[src/wpdf_pkg.sv]
// shared constants and types for the phase difference to frequency block
`default_nettype none

package wpdf_pkg;

  localparam int CORDIC_STEPS   = 32;
  localparam int CORDIC_LATENCY = CORDIC_STEPS + 1;
  localparam int TURN_WIDTH     = 32;
  localparam int PRESCALE_SHIFT = 16;
  localparam int GUARD_BITS     = 3;
  localparam int FREQ_WIDTH     = 32;
  localparam int CFG_WIDTH      = 32;

  typedef logic [TURN_WIDTH-1:0] turn_t;
  typedef logic [FREQ_WIDTH-1:0] freq_t;
  typedef logic [CFG_WIDTH-1:0]  cfg_t;

  localparam cfg_t  CFG_RESET = 32'h0001_0000;
  localparam turn_t HALF_TURN = 32'h8000_0000;
  localparam freq_t FREQ_MAX  = 32'h7FFF_FFFF;
  localparam freq_t FREQ_MIN  = 32'h8000_0000;

  // arctangent of 2^-i in binary turns
  localparam turn_t ATAN_TABLE [CORDIC_STEPS] = '{
    32'h20000000, 32'h12E4051E, 32'h09FB385B, 32'h051111D4,
    32'h028B0D43, 32'h0145D7E1, 32'h00A2F61E, 32'h00517C55,
    32'h0028BE53, 32'h00145F2F, 32'h000A2F98, 32'h000517CC,
    32'h00028BE6, 32'h000145F3, 32'h0000A2FA, 32'h0000517D,
    32'h000028BE, 32'h0000145F, 32'h00000A30, 32'h00000518,
    32'h0000028C, 32'h00000146, 32'h000000A3, 32'h00000051,
    32'h00000029, 32'h00000014, 32'h0000000A, 32'h00000005,
    32'h00000003, 32'h00000001, 32'h00000001, 32'h00000000
  };

endpackage

`default_nettype wire

[src/wpdf_scale.sv]
// angle difference, rounding, scaling by inverse echo time and saturation
`default_nettype none

module wpdf_scale #(
  parameter int ANGLE_WIDTH = 16
) (
  input  wire logic                    clk,
  input  wire logic                    rst,
  input  wire logic                    en,
  input  wire logic                    in_valid,
  input  wire wpdf_pkg::turn_t         angle_full,
  input  wire wpdf_pkg::turn_t         angle_low,
  input  wire wpdf_pkg::cfg_t          inverse_echo_time,
  output logic                         out_valid,
  output wpdf_pkg::freq_t              frequency,
  output logic [ANGLE_WIDTH-1:0]       wrapped_angle
);

  localparam int PROD_WIDTH = ANGLE_WIDTH + wpdf_pkg::CFG_WIDTH + 1;
  localparam int TW         = wpdf_pkg::TURN_WIDTH;

  wpdf_pkg::turn_t               diff;
  wpdf_pkg::turn_t               rounded;
  logic                          valid_a;
  logic signed [ANGLE_WIDTH-1:0] angle_a;
  logic signed [wpdf_pkg::CFG_WIDTH:0] iet_s;
  logic                          valid_b;
  logic signed [ANGLE_WIDTH-1:0] angle_b;
  logic signed [PROD_WIDTH-1:0]  prod;
  logic signed [PROD_WIDTH-1:0]  prod_rnd;
  logic signed [PROD_WIDTH-1:0]  scaled;
  logic                          overflow;

  assign diff    = angle_full - angle_low;
  assign rounded = diff + (wpdf_pkg::turn_t'(1) << (TW - 1 - ANGLE_WIDTH));
  assign iet_s   = signed'({1'b0, inverse_echo_time});

  assign prod_rnd = prod + (PROD_WIDTH'(1) << (ANGLE_WIDTH - 1));
  assign scaled   = prod_rnd >>> ANGLE_WIDTH;
  assign overflow = scaled[PROD_WIDTH-1:wpdf_pkg::FREQ_WIDTH-1]
                    != {(PROD_WIDTH-wpdf_pkg::FREQ_WIDTH+1){scaled[PROD_WIDTH-1]}};

  always_ff @(posedge clk) begin
    if (rst) begin
      valid_a   <= 1'b0;
      valid_b   <= 1'b0;
      out_valid <= 1'b0;
    end else if (en) begin
      valid_a   <= in_valid;
      valid_b   <= valid_a;
      out_valid <= valid_b;
    end
  end

  always_ff @(posedge clk) begin
    if (en) begin
      angle_a       <= rounded[TW-1 -: ANGLE_WIDTH];
      angle_b       <= angle_a;
      prod          <= angle_a * iet_s;
      wrapped_angle <= angle_b;
      if (overflow) begin
        frequency <= scaled[PROD_WIDTH-1] ? wpdf_pkg::FREQ_MIN : wpdf_pkg::FREQ_MAX;
      end else begin
        frequency <= scaled[wpdf_pkg::FREQ_WIDTH-1:0];
      end
    end
  end

endmodule

`default_nettype wire

[config.mk]
export PLATFORM = sky130hd
export DESIGN_NAME = wpdf_scale
export DESIGN_NICKNAME = d
export VERILOG_FILES = /design/src/wpdf_pkg.sv /design/src/wpdf_scale.sv
export SDC_FILE = /design/constraint.sdc
export NUM_CORES = 1
export LEC_CHECK = 0
export ABC_CLOCK_PERIOD_IN_PS = 6600
export BUFFER_PORTS_ARGS = -buffer_cell sky130_fd_sc_hd__buf_2
export CORE_MARGIN = 8
export CORE_UTILIZATION = 58
export CTS_CLUSTER_SIZE = 28
export DETAILED_ROUTE_END_ITERATION = 7
export HOLD_SLACK_MARGIN = 0.06
export PLACE_DENSITY = 0.79
export SYNTH_ARGS = -nofsm -noshare
export SYNTH_HDL_FRONTEND = slang
export SYNTH_SLANG_ARGS = --single-unit
[constraint.sdc]
create_clock -name clk -period 6.6 [get_ports clk]
set_input_delay 0.33 -clock clk [delete_from_list [all_inputs] [get_ports clk]]
set_output_delay 0.33 -clock clk [all_outputs]
set_load 0.05 [all_outputs]
==> summary.md, run 1 <==
| Metric | Value |
|---|---|
| Via Count | `17,267` |
| Setup Crit Path Kind | `register to register` |
| Ys async rst share | `0%` |
| Post-DP Area | `approximately 24,000 sq um` |
| Tmin final | `~6.6 ns` |
| Deepest clock path buffer count | `2` |
| Peak Freq | `~0.15 GHz` |
| DIE HEIGHT | `about 210 um` |
| Initial core utilization | `around three fifths` |
| Core area | `approximately 38,000 sq um` |
| Hold WC Path Type | `input pin to register` |
| IO Count | `149` |
| Final setup margin | `0.0375 ns` |
| Ys Warns | `0` |
| Vias per inst | `around 5.6` |
| Post-synth EDFFs | `about 110` |
| Grt ovf | `0` |
| Worst clock skew | `roughly 0.014 ns` |
| Max FO, Critical Path | `6` |
| Status | `finished, final reports clean` |
| Drt total wl | `about 58,000 um` |
| Nets | `3,284` |
| Crit end category | `register` |
| Pin count of the biggest net entering global routing | `83` |
| Root Buffer | `clkbuf_16` |
| DRC | `0` |
| Startpoint Class | `register` |
| Share of layout cells above drive strength 1 | `approximately 14%` |
| DR pass1 iterations | `6` |
| Max-Cap Viols | `0` |
| RSZ-0062 raised after global routing | `yes` |
| Synth Cell Area | `22,500 sq um` |
| DRT iter0 DRCs | `roughly 1,500` |
| Flops & latches, synth | `around 120` |
| Post-synthesis sequential area ratio | `between 10% and 20%` |
| First-pass GRT wire length | `a little over 90,000 um` |
| Dpl ws | `just under 0.02 ns` |
| Max Slew Vio Count | `0` |
| Total CTS buffers | `17` |
| Cell variety after synth | `just over 70` |
| Mapped Cells | `2,377` |
| WL per Instance | `roughly 19 um` |
| Core Rows | `72` |
| Clk_lat worst skew | `0.44 ns` |
| Worst path required time | `between 6 and 7 ns` |
| GPL Wtd Cong | `around 0.94` |
| Worst relative slew slack | `about a third` |
| # diodes | `0` |
| Final Hold Viols | `0` |
| Syn-to-layout area delta | `13.7%` |
| Worst-Margin Slew | `around 1.0 ns` |
| I/O Buffers | `approximately 150` |
| Dpl hpwl | `about 43,000 um` |
| Sink Count | `roughly 120` |
| # setup viols final | `0` |
| Remaining antenna violation count | `0` |
| Mean Syn Cell Area | `9.47 sq um` |
| Setup TNS | `0 ns` |
| Final period util | `between 90 and 100%` |
| Crit path DAT | `6.74 ns` |
| Syn nets | `between 3,000 and 4,000` |
| Synth Flop Type | `edfxtp_1` |
| Chip Width | `~210 um` |
| Clock transition at the registers of the reported paths | `around 0.060 ns` |
| Initial antenna violation count | `0` |
| Vias in the first global route | `about 19,000` |
| Total GRT Usage | `roughly a quarter` |
| Die area | `around 45,000 sq um` |
| Design Area, Final | `about 26,000 sq um` |
| H-tree depth | `4` |
| R2R setup slack | `0.04 ns` |
| TritonCTS clock tree | `yes` |
critical path, stage by stage, from the launching register on:
cell,delay (ns)
edfxtp_1,0.42
buf_12,0.15
buf_4,0.12
buf_4,0.11
nand2_1,0.08
fa_1,0.65
fa_2,0.47
fa_1,0.52
inv_1,0.06
fa_1,0.55
fa_1,0.44
fa_1,0.47
ha_1,0.43
nand4_1,0.15
or2_4,0.29
a2111oi_4,0.39
o31ai_4,0.11
o31ai_4,0.34
a21oi_2,0.13
o41ai_2,0.33
xor2_1,0.10
registers in the layout, indices dropped and copies added, names as in the netlist:
signal         count
valid_a            1
out_valid          1
angle_b           16
prod              34
angle_a           16
frequency         32
wrapped_angle     16
valid_b            1
logic make-up (layout without fill, tap and decap cells):
group / after synthesis / after routing / synth area share, %
and+or+nand+nor: 689 / 689 / 15.1
buffers and inverters: 639 / 831 / 10.7
adders and majority gates: 628 / 628 / 48.8
AOI/OAI and AO/OA: 221 / 221 / 6.70
DFF: 117 / 117 / 15.5
xor gates and xnor gates: 80 / 80 / 3.11
muxes: 3 / 3 / 0.133
repair_timing:
| action | 4_1_cts | 5_1_grt |
|---|---|---|
| setup endpoints to repair | 1 | 14 |
| cloned | 0 | 8 |
| pin swaps | 0 | 40 |
| setup buffers | 0 | 35 |
| gates resized for setup | 1 | 57 |
| hold buffers | 0 | 0 |
stage by stage:
stage	hold slack [ns]	util (%)	cells
after floorplan	0.400	-	2377
after global placement	0.401	62.9	3013
after detailed placement	0.405	62.9	3013
after CTS	0.0773	64.6	3045
after global routing	0.0781	66.6	3087
final	0.0848	66.6	3087
cell usage in the layout, fill, tap and decap left out, types with 47 or more instances in the layout:
master	count
and2_1	211
nand2_1	305
buf_4	80
ha_1	199
inv_1	537
a21oi_1	59
fa_1	413
nor2_1	57
buf_2	147
edfxtp_1	114
o21ai_0	47
cells in the mapped netlist (39+ instances only):
cell	count	area, sq um
inv_1	545	2050
fa_1	417	8350
nand2_1	307	1150
and2_1	215	1350
ha_1	211	2640
edfxtp_1	114	3420
clkbuf_1	84	315
a21oi_1	63	315
nor2_1	58	218
o21ai_0	50	250
xor2_1	41	359
xnor2_1	39	342
worst paths after layout:
path | startpoint | to | depth (start not counted)
setup / recovery | angle_a[1] | prod[46] | 20
hold reg to reg | angle_b[1] | wrapped_angle[1] | 0
hold / removal | rst | valid_b | 2
setup reg to reg | angle_a[1] | prod[46] | 20
cell type report:
cell class,count,area (sq um)
inverters,545,2050
flip-flops and latches,117,3480
clock buffers,19,443
multi-input cells,1621,16900
repair buffers,254,1870
clock inverters,13,196
fillers,2824,12900
well taps,518,648
layer usage:
layer | track usage [%] | vias up | part of all wire [%]
li1 | - | 7629 | -
met2 | 43.4 | 894 | 49
met3 | 5.72 | 190 | 9.6
met1 | 31.0 | 8554 | 38
met4 | 8.73 | 0 | 3.6
met5 | 0 | - | 0
Power of run 1 is not shown: default switching activity piles up to over one toggle a cycle in this logic, so the estimate is an artifact.
==> run 2: changes to the inputs <==
--- a/config.mk
+++ b/config.mk
@@ -5,6 +5,7 @@
 export SDC_FILE = /design/constraint.sdc
 export NUM_CORES = 1
 export LEC_CHECK = 0
+export ABC_AREA = 1
 export ABC_CLOCK_PERIOD_IN_PS = 6600
 export BUFFER_PORTS_ARGS = -buffer_cell sky130_fd_sc_hd__buf_2
 export CORE_MARGIN = 8
@@ -12,6 +13,7 @@
 export CTS_CLUSTER_SIZE = 28
 export DETAILED_ROUTE_END_ITERATION = 7
 export HOLD_SLACK_MARGIN = 0.06
+export MAX_ROUTING_LAYER = met4
 export PLACE_DENSITY = 0.79
 export SYNTH_ARGS = -nofsm -noshare
 export SYNTH_HDL_FRONTEND = slang
==> run 2 against run 1 <==
Effect of this change:
- synthesized cell count grew 33%
- hold slack gained 0.023 ns
- fmax grew 5.4%
- sequential share of layout area shrank 0.50 points
- via count grew 16%
- final cell count grew 24%
- critical path type unchanged
==> summary.md, run 2 <==
| Metric | Value |
|---|---|
| Hold WC Path Type | `input pin to register` |
| Count leader, synth | `inv_1` |
| Peak Freq | `0.161 GHz (+5.4%)` |
| Mapped Cells | `3,169 (+33%)` |
| Max FO, Critical Path | `17 (+11)` |
| Synth top area share | `34.0% (-3.1 points)` |
| Buf/Inv on CP | `8 (+4)` |
| TritonCTS clock tree | `yes` |
| DRT iter0 DRCs | `1,585 (+6.5%)` |
| Setup TNS | `0 ns (unchanged)` |
| Crit-path max cell delay | `0.73 ns (+0.08 ns)` |
| CP Cell Sequence | `buf_4, nand2_1, inv_1, fa_1, inv_1, fa_1, inv_1, fa_1, fa_1, fa_1, inv_1, fa_1, inv_1, ha_1, nand2_1, nor2_1, inv_1, nor2_1, inv_1, nor3_1, nand3_1, nand3_1, nand2_1` |
| Synth Flop Type | `edfxtp_1` |
| Ys Warns | `0 (unchanged)` |
| Commonest non-fill, non-tap cell in the layout | `inv_1` |
| Most frequent cells in the layout | `864 x inv_1, 848 x nand2_1, 417 x fa_1` |
| WL per Instance | `16.4 um (-13%)` |
| Die area | `49,200 sq um (+8.5%)` |
| Regs by FF count | `prod x34, frequency x32` |
| Mean Syn Cell Area | `7.76 sq um (-18%)` |
| First-pass GRT wire length | `105,000 um (+15%)` |
| Tmin final | `6.23 ns (-0.335 ns)` |
| Worst clock skew | `0.0205 ns (+0.00631 ns)` |
| IO Count | `149 (unchanged)` |
| H-tree depth | `4 (unchanged)` |
| Vias per inst | `5.24 (-6.4%)` |
| Core area | `41,900 sq um (+8.8%)` |
| DIE HEIGHT | `222 um (+4.1%)` |
| Max reg flops | `34 (unchanged)` |
| I/O Buffers | `148 (unchanged)` |
| DR pass1 iterations | `8 (+2)` |
| CP dominant cell by count | `inv_1` |
| Synth Cell Area | `24,600 sq um (+9.2%)` |
| Setup Crit Path Kind | `register to register` |
| Area leader, netlist | `fa_1` |
| Nets | `4,008 (+22%)` |
| Worst-Margin Slew | `1.06 ns (+0.0650 ns)` |
| Cell variety after synth | `35 (-51%)` |
| Gates resized, CTS repair | `0 (-1)` |
| Syn-to-layout area delta | `8.15%` |
| Post-synthesis sequential area ratio | `14.2% (-1.3 points)` |
| DRC | `0 (unchanged)` |
| Clock transition at the registers of the reported paths | `0.08 ns (+0.02 ns)` |
| Total CTS buffers | `17 (unchanged)` |
| Clk_lat worst skew | `0.47 ns (+0.03 ns)` |
| Post-synth EDFFs | `114 (unchanged)` |
| Initial antenna violation count | `1 (+1)` |
| Crit path DAT | `6.43 ns (-0.31 ns)` |
| Crit end category | `register` |
| Final period util | `94.4% (-5.1 points)` |
| Deepest clock path buffer count | `2 (unchanged)` |
| Root Buffer | `clkbuf_16` |
| Post-synth top cells | `864 x inv_1, 848 x nand2_1, 417 x fa_1, 211 x ha_1, 190 x nor2_1` |
| Largest Register | `prod` |
| Final Hold Viols | `0 (unchanged)` |
| Startpoint Class | `register` |
| Status | `finished, final reports clean` |
| RSZ-0062 raised after global routing | `no` |
| Flops & latches, synth | `117 (unchanged)` |
| Via Count | `20,078 (+16%)` |
| Cell family with most CP delay | `adder cells` |
| Worst path required time | `6.81 ns (+0.04 ns)` |
| GPL Wtd Cong | `0.956 (+2.2%)` |
| CP max-delay cell | `edfxtp_1` |
| Initial core utilization | `58.7% (+0.19 points)` |
| Pin count of the biggest net entering global routing | `78 (-6.0%)` |
| Max Slew Vio Count | `0 (unchanged)` |
| Ys async rst share | `0% (unchanged)` |
| Dpl hpwl | `52,000 um (+21%)` |
| Share of layout cells above drive strength 1 | `7.96% (-6.0 points)` |
| Syn nets | `3,897 (+26%)` |
| Largest cells by area after synthesis | `fa_1 34%, edfxtp_1 14%, inv_1 13%` |
| # setup viols final | `0 (unchanged)` |
| Sink Count | `117 (unchanged)` |
| Total GRT Usage | `27.2% (+2.0 points)` |
| Drt total wl | `62,900 um (+7.8%)` |
| Remaining antenna violation count | `0 (unchanged)` |
| Worst relative slew slack | `29.3% (-4.3 points)` |
| Core Rows | `75 (+4.2%)` |
| Max-Cap Viols | `0 (unchanged)` |
| Grt ovf | `0 (unchanged)` |
| Chip Width | `222 um (+4.1%)` |
| Vias in the first global route | `21,367 (+13%)` |
run 2: changes by cell type after synthesis, moves of 9 or more:
cell	change
nor2_1	+132
and2_1	-215
a21oi_1	+34
nand2_1	+541
nand3_1	+44
a21o_1	-16
nand2b_1	-15
clkbuf_1	+18
xnor2_1	-15
nor3_1	+16
nand2_2	+9
inv_1	+319
run 2: tightest hold or removal path, cell delays in order:
cell,delay [ns]
buf_2,0.10
nand2_1,0.05
a21oi_1,0.06
run 2: per-stage QoR:
stage               instance area [sq um]  util (%)  setup slack, ns  instances  hold slack [ns]
floorplan                           24600         -             1.07       3169            0.399
detailed placement                  25900      61.9            0.390       3793            0.405
CTS                                 26500      63.3            0.383       3826           0.0810
global route                        26600      63.5           0.0360       3833            0.130
finish                              26600      63.5            0.372       3833            0.108
global placement                    25900      61.9            0.458       3793            0.400
run 2: metal layers:
metal	vias up	wire length (um)	track usage [%]
li1	9493	-	-
met1	9715	26100	33.3
met2	751	30600	45.9
met3	119	4520	4.62
met4	0	1720	8.72
met5	-	0	-
run 2: path summary, 6_finish.rpt:
| kind | start | end | slack, ns | cells past startpoint |
|---|---|---|---|---|
| setup / recovery | angle_a[13] | prod[47] | 0.37 | 23 |
| hold / removal | in_valid | valid_a | 0.11 | 3 |
| setup reg to reg | angle_a[13] | prod[47] | 0.37 | 23 |
| hold reg to reg | angle_b[7] | wrapped_angle[7] | 0.42 | 0 |
run 2: area by class of cell:
cell class                 count  area, sq um
multi-input combinational   2079        17400
fill                        3705        15300
sequential                   117         3480
inverter                     864         3240
timing repair buffer         201         1190
tap                          539          674
clock buffer                  17          425
clock inverter                15          149
antenna                        1         2.50
run 2: repair_timing:
| action | CTS | global route |
|---|---|---|
| endpoints found under the setup margin | 0 | 1 |
| setup buffers | 0 | 6 |
| hold buffers | 1 | 0 |
| hold endpoints to repair | 3 | 0 |
run 2: kinds of logic after synthesis:
logic type,count (synthesis),share of synthesized area [%]
XOR/XNOR,60,2.17
adder cells (fa/ha/maj),628,44.7
buffers and inverters,973,15.0
flip-flops,117,14.2
AO/OA/AOI/OAI,195,4.47
AND/OR/NAND/NOR,1196,19.5
Power of run 2 is left out for the same reason.
==> run 3: changes to the inputs <==
--- a/config.mk
+++ b/config.mk
@@ -7,14 +7,15 @@
 export LEC_CHECK = 0
 export ABC_AREA = 1
 export ABC_CLOCK_PERIOD_IN_PS = 6600
-export BUFFER_PORTS_ARGS = -buffer_cell sky130_fd_sc_hd__buf_2
 export CORE_MARGIN = 8
-export CORE_UTILIZATION = 58
+export CORE_UTILIZATION = 62
+export CTS_BUF_LIST = sky130_fd_sc_hd__clkbuf_2
 export CTS_CLUSTER_SIZE = 28
 export DETAILED_ROUTE_END_ITERATION = 7
+export DONT_BUFFER_PORTS = 1
 export HOLD_SLACK_MARGIN = 0.06
 export MAX_ROUTING_LAYER = met4
-export PLACE_DENSITY = 0.79
+export PLACE_DENSITY = 0.8
 export SYNTH_ARGS = -nofsm -noshare
 export SYNTH_HDL_FRONTEND = slang
 export SYNTH_SLANG_ARGS = --single-unit
==> run 3 against run 2 <==
Effect of this change:
- flip-flop and latch count stayed put
- die area shrank 6.0%
- first-iteration DRC count up 4.3%
- routed wire length grew 7.0%
- largest cell class unchanged
- setup slack got worse by 0.16 ns
- register-to-register slack got worse by 0.16 ns
- core utilization is 1.9 points higher
- non-clock buffer count down 127
- count of clock-buffer cells in the layout rose by 1
- via count up 1.1%
==> summary.md, run 3 (synthesis gave the netlist of run 2 again) <==
| Metric | Value |
|---|---|
| Status | `finished, final reports clean` |
| DR pass1 iterations | `8 (unchanged)` |
| Crit-path max cell delay | `0.83 ns (+0.10 ns)` |
| Hold WC Path Type | `input pin to register` |
| Reg2reg start | `angle_a[3]` |
| Fill cell count | `3,359 (-9.3%)` |
| Regs by FF count | `prod x34, frequency x32` |
| Largest Register | `prod` |
| Crit end category | `register` |
| DRC | `0 (unchanged)` |
| I/O Buffers | `0 (-100%)` |
| Core Rows | `73 (-2.7%)` |
| Final Hold Viols | `0 (unchanged)` |
| Worst relative slew slack | `29.5% (+0.20 points)` |
| Worst-Margin Slew | `1.06 ns (-0.00293 ns)` |
| Root Buffer | `clkbuf_2` |
| CP Cell Sequence | `buf_4, nand2_1, fa_1, fa_1, inv_1, fa_1, fa_1, fa_1, fa_1, ha_1, a21oi_1, o21ai_0, a21oi_1, nor2_1, o21ai_0, nand3_1, nand2_1, nand2_1` |
| CP max-delay cell | `edfxtp_1` |
| Worst clock skew | `0.114 ns (+0.0932 ns)` |
| Share of layout cells above drive strength 1 | `2.97% (-5.0 points)` |
| Worst path required time | `7.25 ns (+0.44 ns)` |
| Max Slew Vio Count | `0 (unchanged)` |
| WL per Instance | `18.2 um (+11%)` |
| Cell family with most CP delay | `adder cells` |
| Initial antenna violation count | `2 (+1)` |
| IO Count | `149 (unchanged)` |
| Clock transition at the registers of the reported paths | `0.31 ns (+0.23 ns)` |
| Tmin final | `6.39 ns (+0.161 ns)` |
| Vias per inst | `5.50 (+4.9%)` |
| Max FO, Critical Path | `17 (unchanged)` |
| Reg2Reg Depth | `18 (-22%)` |
| R2R setup slack | `0.21 ns (-0.16 ns)` |
| CP dominant cell by count | `fa_1` |
| Commonest non-fill, non-tap cell in the layout | `inv_1` |
| Vias in the first global route | `21,926 (+2.6%)` |
| RSZ-0062 raised after global routing | `no` |
| Hold path depth | `4 (+1)` |
| Nets | `3,881 (-3.2%)` |
| Total GRT Usage | `30.6% (+3.4 points)` |
| Levels on crit path | `18 (-22%)` |
| DRT iter0 DRCs | `1,653 (+4.3%)` |
| Die area | `46,300 sq um (-6.0%)` |
| Syn-to-layout area delta | `4.93%` |
| First-pass GRT wire length | `109,000 um (+4.1%)` |
| Grt ovf | `0 (unchanged)` |
| Sink Count | `117 (unchanged)` |
| H-tree depth | `4 (unchanged)` |
| TritonCTS clock tree | `yes` |
| Clk_lat worst skew | `0.93 ns (+0.46 ns)` |
| Via Count | `20,307 (+1.1%)` |
| Total CTS buffers | `17 (unchanged)` |
| # setup viols final | `0 (unchanged)` |
| Chip Width | `215 um (-3.0%)` |
| Pin count of the biggest net entering global routing | `119 (+53%)` |
| FF-to-FF End | `prod[44]` |
| Deepest clock path buffer count | `2 (unchanged)` |
| Final period util | `96.8% (+2.4 points)` |
| Critical path origin | `angle_a[3]` |
| Remaining antenna violation count | `0 (unchanged)` |
| Dpl hpwl | `54,100 um (+4.0%)` |
| Crit path DAT | `7.04 ns (+0.61 ns)` |
| Max-Cap Viols | `0 (unchanged)` |
| Setup TNS | `0 ns (unchanged)` |
| Most frequent cells in the layout | `864 x inv_1, 848 x nand2_1, 417 x fa_1` |
| GPL Wtd Cong | `0.929 (-2.8%)` |
| DIE HEIGHT | `215 um (-3.0%)` |
| Startpoint Class | `register` |
| Hold_sp | `angle_full[31]` |
| Drt total wl | `67,300 um (+7.0%)` |
| Hold EP | `angle_a[15]` |
| Core area | `39,500 sq um (-5.7%)` |
| Initial core utilization | `62.3% (+3.6 points)` |
| Max reg flops | `34 (unchanged)` |
| Setup Crit Path Kind | `register to register` |
| Peak Freq | `0.157 GHz (-2.5%)` |
| Buf/Inv on CP | `2 (-6)` |
==> run 3: cell count changes in the layout (fill, tap and decap cells not counted), sizes merged <==
cell,change
buf,-166
dlygate4sd3,+39
clkbuf,+1
inv,-7
bufinv,+2
clkinv,+4
diode,+2
==> run 3: worst min-delay path, cell delays in order <==
cell and delay, ns:
xnor2_1 0.06, xnor2_1 0.17, nand3b_1 0.11, nand2_1 0.21
==> run 3: per-layer routing <==
layer	part of all wire, %	track usage (%)
met4	4.4	12.7
met3	9.6	7.05
met1	38	35.7
met5	0	-
met2	48	50.8
==> run 3: how the worst max path moves through the flow <==
stage          endpoint  slack (ns)
6_report       prod[44]        0.21
5_1_grt        prod[44]        0.03
4_1_cts        prod[44]        0.26
3_5_place_dp   prod[44]        0.22
3_3_place_gp   prod[44]        0.26
2_1_floorplan  prod[48]        1.07
==> run 3: final cells by class <==
class                           instances  area, sq um  area share (%)
Sequential cell                       117         3480            13.5
Timing Repair Buffer                   74          751            2.91
Antenna cell                            3         7.51          0.0291
Clock buffer                           18         90.1           0.349
Tap cell                              525          657            2.55
Clock inverter                         14          149           0.577
Inverter                              864         3240            12.6
Multi-Input combinational cell       2079        17400            67.5
==> run 3: per-stage QoR <==
step,hold slack (ns),worst slack [ns],std cells,util (%),area (sq um)
5_1_grt,0.139,0.0309,3693,65.4,25800
3_5_place_dp,0.405,0.220,3615,63.6,25100
4_1_cts,0.0671,0.260,3688,65.3,25800
3_3_place_gp,0.401,0.257,3615,63.6,25100
2_1_floorplan,0.399,1.07,3169,-,24600
6_report,0.143,0.211,3694,65.4,25800
==> run 3: repair_timing <==
action / CTS / global route
endpoints found under the setup margin: 0 / 1
gates resized for setup: 0 / 0
hold endpoints to repair: 132 / 0
buffers inserted: 0 / 3
hold buffers: 41 / 0
Power of run 3 is left out for the same reason.
